===== config.mk =====
export PLATFORM = sky130hd
export DESIGN_NAME = pid_speed_controller_core
export DESIGN_NICKNAME = d
export VERILOG_FILES = /design/src/rtl/psc_pkg.sv /design/src/rtl/psc_regs.sv /design/src/rtl/psc_mul.sv /design/src/rtl/pid_speed_controller_core.sv
export SDC_FILE = /design/constraint.sdc
export NUM_CORES = 2
export LEC_CHECK = 0
export BUFFER_PORTS_ARGS = -buffer_cell sky130_fd_sc_hd__buf_2
export CORE_MARGIN = 2
export CORE_UTILIZATION = 45
export DETAILED_ROUTE_END_ITERATION = 12
export GPL_ROUTABILITY_DRIVEN = 0
export HOLD_SLACK_MARGIN = 0.1
export PLACE_DENSITY_LB_ADDON = 0.08
export RECOVER_POWER = 25
export REMOVE_ABC_BUFFERS = 1
export SYNTH_ARGS = -nofsm -noshare
export SYNTH_HDL_FRONTEND = slang
export SYNTH_HIERARCHICAL = 1
export SYNTH_SLANG_ARGS = --single-unit

===== constraint.sdc =====
create_clock -name clk -period 14.4 [get_ports clk]
set_input_delay 1.44 -clock clk [delete_from_list [all_inputs] [get_ports clk]]
set_output_delay 1.44 -clock clk [all_outputs]
set_load 0.02 [all_outputs]

===== src/rtl/psc_pkg.sv =====
// Shared widths, register indexes and configuration struct for the PID speed controller.
package psc_pkg;

  localparam int OPA_W  = 25;
  localparam int OPB_W  = 33;
  localparam int PROD_W = OPA_W + OPB_W;
  localparam int NF_W   = 50;
  localparam int RAW_W  = 26;
  localparam int DRV_W  = 13;
  localparam int ADDR_W = 5;
  localparam int DATA_W = 32;

  localparam logic [2:0] REG_KP          = 3'd0;
  localparam logic [2:0] REG_KI_DT       = 3'd1;
  localparam logic [2:0] REG_KD_DT       = 3'd2;
  localparam logic [2:0] REG_FF_A        = 3'd3;
  localparam logic [2:0] REG_FF_B        = 3'd4;
  localparam logic [2:0] REG_DEAD_ZONE   = 3'd5;
  localparam logic [2:0] REG_INTEG_LIMIT = 3'd6;
  localparam logic [2:0] REG_OUT_LIMIT   = 3'd7;

  typedef logic signed [OPA_W-1:0]  opa_t;
  typedef logic signed [OPB_W-1:0]  opb_t;
  typedef logic signed [PROD_W-1:0] prod_t;

  typedef struct packed {
    logic [23:0]        kp;
    logic [23:0]        ki_dt;
    logic [23:0]        kd_dt;
    logic signed [23:0] ff_a;
    logic signed [23:0] ff_b;
    logic [11:0]        dead_zone;
    logic [30:0]        integ_limit;
    logic [11:0]        out_limit;
  } cfg_t;

endpackage


===== src/rtl/psc_regs.sv =====
// APB-style configuration register file for the PID speed controller.
module psc_regs import psc_pkg::*; (
  input  logic              clk,
  input  logic              rst_n,
  input  logic              psel,
  input  logic              penable,
  input  logic              pwrite,
  input  logic [ADDR_W-1:0] paddr,
  input  logic [DATA_W-1:0] pwdata,
  output logic [DATA_W-1:0] prdata,
  output logic              pready,
  output cfg_t              cfg
);

  cfg_t       cfg_r;
  cfg_t       cfg_nxt;
  logic [2:0] idx;
  logic       wr_en;

  assign pready = 1'b1;
  assign idx    = paddr[ADDR_W-1:2];
  assign wr_en  = psel && penable && pwrite && pready;
  assign cfg    = cfg_r;

  always_comb begin
    cfg_nxt = cfg_r;
    if (wr_en) begin
      unique case (idx)
        REG_KP:          cfg_nxt.kp          = pwdata[23:0];
        REG_KI_DT:       cfg_nxt.ki_dt       = pwdata[23:0];
        REG_KD_DT:       cfg_nxt.kd_dt       = pwdata[23:0];
        REG_FF_A:        cfg_nxt.ff_a        = pwdata[23:0];
        REG_FF_B:        cfg_nxt.ff_b        = pwdata[23:0];
        REG_DEAD_ZONE:   cfg_nxt.dead_zone   = pwdata[11:0];
        REG_INTEG_LIMIT: cfg_nxt.integ_limit = pwdata[30:0];
        REG_OUT_LIMIT:   cfg_nxt.out_limit   = pwdata[11:0];
        default:         cfg_nxt             = cfg_r;
      endcase
    end
  end

  always_comb begin
    unique case (idx)
      REG_KP:          prdata = {8'd0, cfg_r.kp};
      REG_KI_DT:       prdata = {8'd0, cfg_r.ki_dt};
      REG_KD_DT:       prdata = {8'd0, cfg_r.kd_dt};
      REG_FF_A:        prdata = {{8{cfg_r.ff_a[23]}}, cfg_r.ff_a};
      REG_FF_B:        prdata = {{8{cfg_r.ff_b[23]}}, cfg_r.ff_b};
      REG_DEAD_ZONE:   prdata = {20'd0, cfg_r.dead_zone};
      REG_INTEG_LIMIT: prdata = {1'b0, cfg_r.integ_limit};
      REG_OUT_LIMIT:   prdata = {20'd0, cfg_r.out_limit};
      default:         prdata = '0;
    endcase
  end

  // out_limit is the low field and resets to 4095, all others to zero
  always_ff @(posedge clk) begin
    if (!rst_n) begin
      cfg_r <= cfg_t'({{($bits(cfg_t)-12){1'b0}}, 12'hFFF});
    end else begin
      cfg_r <= cfg_nxt;
    end
  end

endmodule


===== src/rtl/psc_mul.sv =====
// Shared signed multiplier with registered product.
module psc_mul import psc_pkg::*; (
  input  logic  clk,
  input  opa_t  op_a,
  input  opb_t  op_b,
  output prod_t prod_r
);

  always_ff @(posedge clk) begin
    prod_r <= op_a * op_b;
  end

endmodule


===== src/rtl/pid_speed_controller_core.sv =====
// PID speed controller top level: sequencer, state and datapath around one shared multiplier.
// A compute transfer is accepted only in the idle state, so a new item waits until the previous
// result has been passed on; each item takes six multiplications on the single 25x33 multiplier
// plus filter, integrator, rounding and saturation steps, and the output state waits on out_ready.
// A reset command (cmd = 1) clears the state and produces no result.
// rst_n (synchronous) clears state, sequencer and config (out_limit to 4095).
module pid_speed_controller_core import psc_pkg::*; #(
  parameter int FILTER_ALPHA = 16384
) (
  input  logic                    clk,
  input  logic                    rst_n,
  input  logic                    in_valid,
  output logic                    in_ready,
  input  logic                    in_cmd,
  input  logic signed [15:0]      in_setpoint,
  input  logic signed [15:0]      in_measurement,
  output logic                    out_valid,
  input  logic                    out_ready,
  output logic signed [DRV_W-1:0] out_drive,
  input  logic                    psel,
  input  logic                    penable,
  input  logic                    pwrite,
  input  logic [ADDR_W-1:0]       paddr,
  input  logic [DATA_W-1:0]       pwdata,
  output logic [DATA_W-1:0]       prdata,
  output logic                    pready
);

  localparam opa_t ALPHA_A = opa_t'(FILTER_ALPHA);
  localparam opa_t ALPHA_B = opa_t'(65536 - FILTER_ALPHA);

  localparam logic [3:0] S_IDLE     = 4'd0;
  localparam logic [3:0] S_MUL_A    = 4'd1;
  localparam logic [3:0] S_MUL_B    = 4'd2;
  localparam logic [3:0] S_MUL_KI   = 4'd3;
  localparam logic [3:0] S_MUL_KP   = 4'd4;
  localparam logic [3:0] S_MUL_KD   = 4'd5;
  localparam logic [3:0] S_MUL_FF   = 4'd6;
  localparam logic [3:0] S_ADD_FF   = 4'd7;
  localparam logic [3:0] S_ADD_I    = 4'd8;
  localparam logic [3:0] S_ROUND    = 4'd9;
  localparam logic [3:0] S_OUT      = 4'd10;

  cfg_t cfg;

  logic [3:0]               st_r;
  logic [3:0]               st_nxt;
  logic                     in_xfer;
  logic                     out_free;
  logic                     out_valid_r;

  logic signed [15:0]       sp_r;
  logic signed [15:0]       meas_r;
  logic signed [15:0]       last_meas_r;
  logic signed [16:0]       err_r;
  logic signed [16:0]       d_r;
  logic signed [31:0]       filt_r;
  logic signed [31:0]       integ_r;
  logic signed [NF_W-1:0]   nf_r;
  logic signed [33:0]       inc_r;
  logic signed [PROD_W-1:0] sum_r;
  logic signed [RAW_W-1:0]  raw_r;
  logic signed [DRV_W-1:0]  drive_r;

  opa_t                     op_a;
  opb_t                     op_b;
  prod_t                    prod_r;

  logic signed [NF_W-1:0]   nf_rnd;
  logic signed [PROD_W-1:0] inc_rnd;
  logic signed [34:0]       ia;
  logic signed [34:0]       lim;
  logic signed [34:0]       ia_clamp;
  logic signed [PROD_W-1:0] ffb_term;
  logic signed [PROD_W-1:0] kp_term;
  logic signed [PROD_W-1:0] ff_term;
  logic signed [PROD_W-1:0] integ_term;
  logic signed [PROD_W-1:0] sum_rnd;
  logic signed [RAW_W:0]    dz_adj;
  logic signed [RAW_W:0]    ol;
  logic signed [DRV_W-1:0]  drive_nxt;

  psc_regs u_regs (
    .clk     (clk),
    .rst_n   (rst_n),
    .psel    (psel),
    .penable (penable),
    .pwrite  (pwrite),
    .paddr   (paddr),
    .pwdata  (pwdata),
    .prdata  (prdata),
    .pready  (pready),
    .cfg     (cfg)
  );

  psc_mul u_mul (
    .clk    (clk),
    .op_a   (op_a),
    .op_b   (op_b),
    .prod_r (prod_r)
  );

  assign in_ready  = (st_r == S_IDLE);
  assign in_xfer   = in_valid && in_ready;
  assign out_free  = !out_valid_r || out_ready;
  assign out_valid = out_valid_r;
  assign out_drive = drive_r;

  // operand select for the shared multiplier
  always_comb begin
    op_a = '0;
    op_b = '0;
    unique case (st_r)
      S_MUL_A: begin
        op_a = ALPHA_A;
        op_b = {{(OPB_W-17){d_r[16]}}, d_r};
      end
      S_MUL_B: begin
        op_a = ALPHA_B;
        op_b = {filt_r[31], filt_r};
      end
      S_MUL_KI: begin
        op_a = {1'b0, cfg.ki_dt};
        op_b = {{(OPB_W-17){err_r[16]}}, err_r};
      end
      S_MUL_KP: begin
        op_a = {1'b0, cfg.kp};
        op_b = {{(OPB_W-17){err_r[16]}}, err_r};
      end
      S_MUL_KD: begin
        op_a = {1'b0, cfg.kd_dt};
        op_b = {filt_r[31], filt_r};
      end
      S_MUL_FF: begin
        op_a = {cfg.ff_a[23], cfg.ff_a};
        op_b = {{(OPB_W-16){sp_r[15]}}, sp_r};
      end
      default: begin
        op_a = '0;
        op_b = '0;
      end
    endcase
  end

  // round half away from zero: add half, or half minus one when negative, then shift
  assign nf_rnd  = nf_r + (nf_r[NF_W-1] ? NF_W'(32'h7FFF) : NF_W'(32'h8000));
  assign inc_rnd = prod_r + (prod_r[PROD_W-1] ? PROD_W'(8'd127) : PROD_W'(9'd128));
  assign sum_rnd = sum_r + (sum_r[PROD_W-1] ? PROD_W'(32'h7FFF_FFFF) : PROD_W'(32'h8000_0000));

  assign ia  = {{3{integ_r[31]}}, integ_r} + {inc_r[33], inc_r};
  assign lim = {4'd0, cfg.integ_limit};

  always_comb begin
    ia_clamp = ia;
    if (ia > lim) begin
      ia_clamp = lim;
    end else if (ia < -lim) begin
      ia_clamp = -lim;
    end
  end

  assign ffb_term   = {{(PROD_W-48){cfg.ff_b[23]}}, cfg.ff_b, 24'd0};
  assign kp_term    = {prod_r[PROD_W-9:0], 8'd0};
  assign ff_term    = {prod_r[PROD_W-9:0], 8'd0};
  assign integ_term = {{(PROD_W-48){integ_r[31]}}, integ_r, 16'd0};

  assign ol = {{(RAW_W+1-12){1'b0}}, cfg.out_limit};

  always_comb begin
    if (raw_r > 0) begin
      dz_adj = {raw_r[RAW_W-1], raw_r} + {{(RAW_W+1-12){1'b0}}, cfg.dead_zone};
    end else if (raw_r < 0) begin
      dz_adj = {raw_r[RAW_W-1], raw_r} - {{(RAW_W+1-12){1'b0}}, cfg.dead_zone};
    end else begin
      dz_adj = '0;
    end
    if (dz_adj > ol) begin
      drive_nxt = DRV_W'(ol);
    end else if (dz_adj < -ol) begin
      drive_nxt = DRV_W'(-ol);
    end else begin
      drive_nxt = DRV_W'(dz_adj);
    end
  end

  always_comb begin
    st_nxt = st_r;
    unique case (st_r)
      S_IDLE:   if (in_xfer && !in_cmd) st_nxt = S_MUL_A;
      S_MUL_A:  st_nxt = S_MUL_B;
      S_MUL_B:  st_nxt = S_MUL_KI;
      S_MUL_KI: st_nxt = S_MUL_KP;
      S_MUL_KP: st_nxt = S_MUL_KD;
      S_MUL_KD: st_nxt = S_MUL_FF;
      S_MUL_FF: st_nxt = S_ADD_FF;
      S_ADD_FF: st_nxt = S_ADD_I;
      S_ADD_I:  st_nxt = S_ROUND;
      S_ROUND:  st_nxt = S_OUT;
      S_OUT:    if (out_free) st_nxt = S_IDLE;
      default:  st_nxt = S_IDLE;
    endcase
  end

  // control and controller state
  always_ff @(posedge clk) begin
    if (!rst_n) begin
      st_r        <= S_IDLE;
      out_valid_r <= 1'b0;
      last_meas_r <= '0;
      filt_r      <= '0;
      integ_r     <= '0;
    end else begin
      st_r <= st_nxt;
      if (st_r == S_OUT && out_free) begin
        out_valid_r <= 1'b1;
      end else if (out_ready) begin
        out_valid_r <= 1'b0;
      end
      if (in_xfer && in_cmd) begin
        last_meas_r <= '0;
        filt_r      <= '0;
        integ_r     <= '0;
      end else begin
        if (st_r == S_MUL_B) last_meas_r <= meas_r;
        if (st_r == S_MUL_KP) filt_r <= nf_rnd[47:16];
        if (st_r == S_MUL_KD) integ_r <= ia_clamp[31:0];
      end
    end
  end

  // datapath
  always_ff @(posedge clk) begin
    if (in_xfer) begin
      sp_r   <= in_setpoint;
      meas_r <= in_measurement;
      err_r  <= {in_setpoint[15], in_setpoint} - {in_measurement[15], in_measurement};
      d_r    <= {in_measurement[15], in_measurement} - {last_meas_r[15], last_meas_r};
    end
    unique case (st_r)
      S_MUL_A: begin
        if (sp_r > 0) begin
          sum_r <= ffb_term;
        end else if (sp_r < 0) begin
          sum_r <= -ffb_term;
        end else begin
          sum_r <= '0;
        end
      end
      S_MUL_B:  nf_r  <= {prod_r[NF_W-9:0], 8'd0};
      S_MUL_KI: nf_r  <= nf_r + prod_r[NF_W-1:0];
      S_MUL_KP: inc_r <= inc_rnd[41:8];
      S_MUL_KD: sum_r <= sum_r + kp_term;
      S_MUL_FF: sum_r <= sum_r - prod_r;
      S_ADD_FF: sum_r <= sum_r + ff_term;
      S_ADD_I:  sum_r <= sum_r + integ_term;
      S_ROUND:  raw_r <= sum_rnd[PROD_W-1:32];
      S_OUT:    if (out_free) drive_r <= drive_nxt;
      default:  ;
    endcase
  end

endmodule

=== Yosys cells after proc, flatten, opt, wreduce, memory -nomap -nowiden ===
Cells that the tools add are included.

* Bits in registers: 565
* Bits in latches: 0
* Memory bits (writable): 0
* Bits in read-only memories: 0
* Input port bits: 77
* Output and inout bits: 48
* Word-level logic and storage cells: 117
* Memories kept: 0

* Add/subtract/negate cells: 15
* Multipliers: 1
* Divide/modulo/power cells: 0
* Magnitude comparators: 8
* Equality and inequality tests: 19
* Shift-type cells: 0
* Mux-type cells: 21
* Bitwise logic cells: 1
* Reductions and logical operators: 28

{| class="wikitable"
|+ Operators with widths
! kind !! number
|-
| 32-bit case mux with 8 select lines || 1
|-
| 58-bit case mux with 4 select lines || 1
|-
| 25-bit case mux with 6 select lines || 1
|-
| 33-bit case mux with 4 select lines || 1
|-
| 58-bit two-way mux || 2
|-
| 50-bit case mux with 2 select lines || 1
|-
| 32-bit two-way mux || 3
|-
| 58-bit by 32-bit adder with 58-bit output || 1
|-
| 58-bit by 48-bit adder with 58-bit output || 1
|-
| 58-bit adder || 1
|-
| 25-bit by 33-bit multiplier with 58-bit output || 1
|-
| 48-bit negation with 58-bit output || 1
|-
| 58-bit subtractor || 1
|-
| 27-bit two-way mux || 2
|-
| 50-bit adder || 1
|-
| 48-bit by 16-bit adder with 48-bit output || 1
|-
| 4-bit case mux with 11 select lines || 1
|-
| 42-bit by 8-bit adder with 42-bit output || 1
|-
| 32-bit by 34-bit adder with 35-bit output || 1
|-
| 35-bit by 32-bit > comparator with 1-bit output || 1
|-
| 35-bit less-than comparator || 1
|-
| 31-bit negation with 35-bit output || 1
|-
| 16-bit by 16-bit subtractor with 17-bit output || 2
|-
| 26-bit by 13-bit adder with 27-bit output || 1
|-
| 33 further kinds || 64
|}

=== Depth between registers and ports, before layout ===
* Word-level depth: 6
* Gate-level depth with buffers: 36
* Depth with buffers taken out: 31

=== Cells and area by module ===
Netlist, hierarchy kept.

{| class="wikitable"
|+ By module, submodules not included
! module !! instances !! cells each !! area an instance (um2) !! sequential area each (um2)
|-
| pid_speed_controller_core || 1 || 4316 || 35431.5 || 9118.7
|-
| psc_mul || 1 || 3157 || 29903.7 || 1161.1
|-
| psc_regs || 1 || 931 || 7753.7 || 3503.4
|}

=== Worst setup path before layout ===
No wires, ideal clock.

* Kind: flip-flop to flip-flop
* Start point: reg st_r[3]
* End point: reg u_mul.prod_r[55]
* Setup time: 0.062 ns
* Data arrival time: 10.519 ns
* Required time: 14.338 ns
* Setup slack: 3.819 ns
* Stages on the path, launching flop included: 28
* Buffers on the path: 1
* Clock period less this slack: 10.581 ns
* Cell sequence: dfxtp_1 > nand2b_1 > nor2_1 > nand2_1 > nand2_1 > a221o_1 > a21o_1 > clkbuf_1 > nand2_1 > inv_1 > fa_1 > fa_1 > inv_1 > fa_1 > fa_1 > fa_1 > fa_1 > fa_1 > inv_1 > ha_1 > o21a_1 > o21ai_0 > a211oi_1 > nor4_1 > a21oi_1 > a31o_2 > or4b_1 > nand3_1

* Longest elaborated chain between the ends: 4
* Elaborated cells between the ends (all ways): 11
* Classes of those cells: mul: 1; eq/ne: 6; mux: 2; reduce/logical: 2

{| class="wikitable"
|+ RTL lines
! item !! RTL line !! RTL
|-
| from (decl) || pid_speed_controller_core.sv:46 || <nowiki>logic [3:0] st_r;</nowiki>
|-
| from (signal assigned) || pid_speed_controller_core.sv:213 || <nowiki>st_r <= st_nxt;</nowiki>
|-
| 4-bit by 2-bit equality test with 1-bit output or 4-bit by 3-bit equality test with 1-bit output (tied branches) || pid_speed_controller_core.sv:113 || <nowiki>unique case (st_r)</nowiki>
|-
| 2-bit OR reduction (no source line) || -- ||
|-
| 33-bit case mux with 4 select lines (*) || pid_speed_controller_core.sv:113 ||
|-
| via op_b[31] || pid_speed_controller_core.sv:66 || <nowiki>opb_t op_b;</nowiki>
|-
| 25-bit by 33-bit multiplier with 58-bit output (*) || psc_mul.sv:10 || <nowiki>prod_r <= op_a * op_b;</nowiki>
|-
| to (signal assigned) || psc_mul.sv:10 ||
|-
| to (decl) || psc_mul.sv:6 || <nowiki>output prod_t prod_r</nowiki>
|}

The timed path passes the listed nets; every way through them passes the cells marked *.
A chain may end at the register's enable or synchronous reset.

=== Worst setup path in the final report ===
* Start point: reg st_r[2]
* End point: reg u_mul.prod_r[55]

Same word-level chain as after synthesis.

==> out/results.txt <==
Run status: complete, but fails checks
Violations in the final reports: max-capacitance violations, max-slew violations
First-pass GRT wire length: 374,800 um
Worst Path Max Fanout: 49
Max Clk Rate: 81.48 MHz
Distinct cell type count after synthesis: 115
# fillers: 15.49k
DR vias: 60.93k
Dpl hpwl: 185,700 um
Worst-Margin Slew: 4656 ps
Initial antenna violation count: 7
Layout cells sized above 1: 0.05728
Die W: 407.0 um
GR Util met3: 0.04258
Largest net degree at the start of global routing: 159
Placed Instances: 10.44k
Setup violators final: 0
Min Tclk post-route: 12,270 ps
Worst Min Path Start: last_meas_r[7]
Max VDD drop: 179.2 uV
Remaining DRCs: 0
Routed wire length: 245,700 um
Worst skew pair latency: 700 ps
Mapped Area: 0.07309 mm2
Number of synthesized flops with an enable pin: 247
Overall power: 8.999 mW
GR Util met1: 0.4011
Met2 Use GR: 0.4824
Mux cell area share after synthesis: 0.008149
Async SR Flop Fraction: 0
CP Launch Type: flip-flop
Overflow after GRT: 0
RSZ-0062 raised after global routing: no
Syn_area_per_cell: 8.697 um2
Setup total negative slack: 0 ps
IO Port Bufs: 120
Site Rows: 147
Hold_buf cts: 0
Synth Area in XOR/XNOR: 0.04997
Gr usage total: 0.2978
CP required: 15,000 ps
Clock net sink count: 565
Boundary Pins: 125
Vias in the first global route: 60.99k
Core ar.: 0.1609 mm2
Most Crowded Layer GR: met2
Arr. time, crit path: 12,870 ps
Commonest non-fill, non-tap cell in the layout: inv_1
Worst hold stages: 2
H-tree levels: 3
Hold Crit Endpoint: last_meas_r[7]
Simple-gate area share of the yosys netlist: 0.1744
Layout area overhead: 7.163%
Flops & latches, synth: 565
CTS Buf Count: 73
Compound-cell area share of the yosys netlist: 0.1637
Max Clock Skew: 62.75 ps
Cells after Synth: 8,404
Pleak: 36.34 nW
CTS Buffer Depth: 3
Cell count of the worst reg-to-reg path: 27
Fin. max-slew vios: 184
R2r endpoint: u_mul/prod_r[55]
Pwr per Cell Area: 114.9 mW/mm2
Post-CTS Resized: 0
Class of the worst hold path: flip-flop to flip-flop
Part of the Yosys area used for sequential elements: 0.1886
Endpoint class of the critical path: flip-flop
Post-DR vias/cell: 5.760
Number of max-cap violations: 4
Post-CTS Setup Inserts: 0
Drt wl/cell: 23.23 um
DIE AREA: 0.1657 mm2
Die height: 407.0 um
Adder-Cell Fraction of Synth Area: 0.3359
Clk root buf: clkbuf_16
Clock-pin slew on the worst setup and hold paths: 70 ps
Nets: 9,884
Ys flop type: dfxtp_1
Final ANT Viol Nets: 0
Final Cycle Share: 0.8522
Largest family of logic cells by synthesized area: adder cells
Most frequent cells in the layout: inv_1, nand2_1, fa_1
Worst Setup Path Type: flip-flop to flip-flop
Final cell count without fillers: 10.58k
R2r setup slk: 2130 ps
1st-iter DRT viols: 5,284
Synthesis warning total: 6
Effective utilization at floorplan: 0.4541
Reg2reg start: st_r[2]
Hold Vio Cnt, Final: 0
Drt pass-1 iters: 6
Worst slew margin: -2.104
CTS tree: built
state kept, by name, summed over array words and instances (netlist names), 26 cells and up:
name          cells
inc_r            34
sum_r            58
filt_r           32
raw_r            26
u_mul/prod_r     58
u_regs/cfg      175
integ_r          32
nf_r             50
worst max-delay path, cell delays in order (launching register included):
cell and delay, ps:
dfxtp_1 330, clkbuf_1 340, nor2b_1 270, nand2_2 60, clkbuf_1 2050, nor2_1 750, a221o_1 500, buf_4 200
a21o_1 400, nand2_1 210, inv_1 100, fa_1 650, fa_1 650, inv_1 220, fa_1 960, inv_1 290
fa_1 530, fa_1 520, fa_1 550, fa_1 420, ha_1 380, o21ai_0 160, a211oi_1 120, nor4_1 390
a21oi_1 190, a31o_2 320, or4b_1 460, nand3_1 90
final cells by class:
type | count | area [um2] | share of cell area
Timing Repair Buffer | 260 | 1614 | 0.02061
Sequential cell | 565 | 13780 | 0.1760
Clock inverter | 39 | 465.4 | 0.005943
Multi-Input combinational cell | 6369 | 53620 | 0.6845
Tap cell | 2160 | 2703 | 0.03451
Clock buffer | 95 | 2054 | 0.02623
Inverter | 1087 | 4081 | 0.05211
Antenna cell | 3 | 7.507 | 0.00009585
cell usage after synthesis (all sizes together) (279+ instances only):
| library cell | number | area [um2] |
|---|---|---|
| ha | 600 | 7507 |
| nand2 | 935 | 3512 |
| and2 | 441 | 2759 |
| dfxtp | 318 | 6366 |
| fa | 851 | 17040 |
| xnor2 | 279 | 2444 |
| nand3 | 291 | 1506 |
| o21ai | 499 | 2565 |
| a21oi | 448 | 2242 |
| inv | 1084 | 4069 |
| clkbuf | 301 | 1131 |
| nor2 | 397 | 1493 |
logic make-up (layout without fill, tap and decap cells):
family          count (synthesis)  in the layout
simple gates                 2607           2607
mux                            57             57
fa+ha+maj                    1452           1452
other cells                     1              4
buf+inv                      1470           1481
xor+xnor                      417            417
compound gates               1835           1835
flops                         565            565
per-layer routing:
metal | share of wire | vias up | wire [um]
li1 | - | 28300 | -
met1 | 0.44 | 30180 | 107000
met2 | 0.46 | 2027 | 112300
met3 | 0.065 | 419 | 15950
met4 | 0.042 | 6 | 10440
met5 | 0.00017 | - | 41
worst max-delay path by stage:
| stage | startpoint | end | slack (ps) | depth (start not counted) |
|---|---|---|---|---|
| CTS | st_r[3] | u_mul/prod_r[55] | 3720 | 29 |
| global route | st_r[2] | u_mul/prod_r[55] | 1670 | 28 |
| detailed placement | st_r[3] | u_mul/prod_r[55] | 3750 | 29 |
| finish | st_r[2] | u_mul/prod_r[55] | 2130 | 27 |
| floorplan | st_r[1] | u_mul/prod_r[55] | 1270 | 26 |
| global placement | st_r[3] | u_mul/prod_r[55] | 3840 | 29 |
stage by stage:
stage          cell area, um2  hold slack (ps)  worst slack [ps]  utilization
2_1_floorplan           71380            432.5              1269            -
3_3_place_gp            75860            442.5              3843       0.4714
3_5_place_dp            75870            447.2              3750       0.4714
4_1_cts                 78390            454.8              3723       0.4871
5_1_grt                 78320            472.7              1671       0.4866
6_report                78320            455.3              2128       0.4867
report_power, final:
part | leakage (nW) | total (mW) | internal (mW) | switching (mW)
registers | 4.88 | 2.41 | 2.06 | 0.356
clock network | 1.22 | 1.94 | 1.13 | 0.810
logic | 30.2 | 4.65 | 1.61 | 3.03
Power figures use the tool's default switching activity.
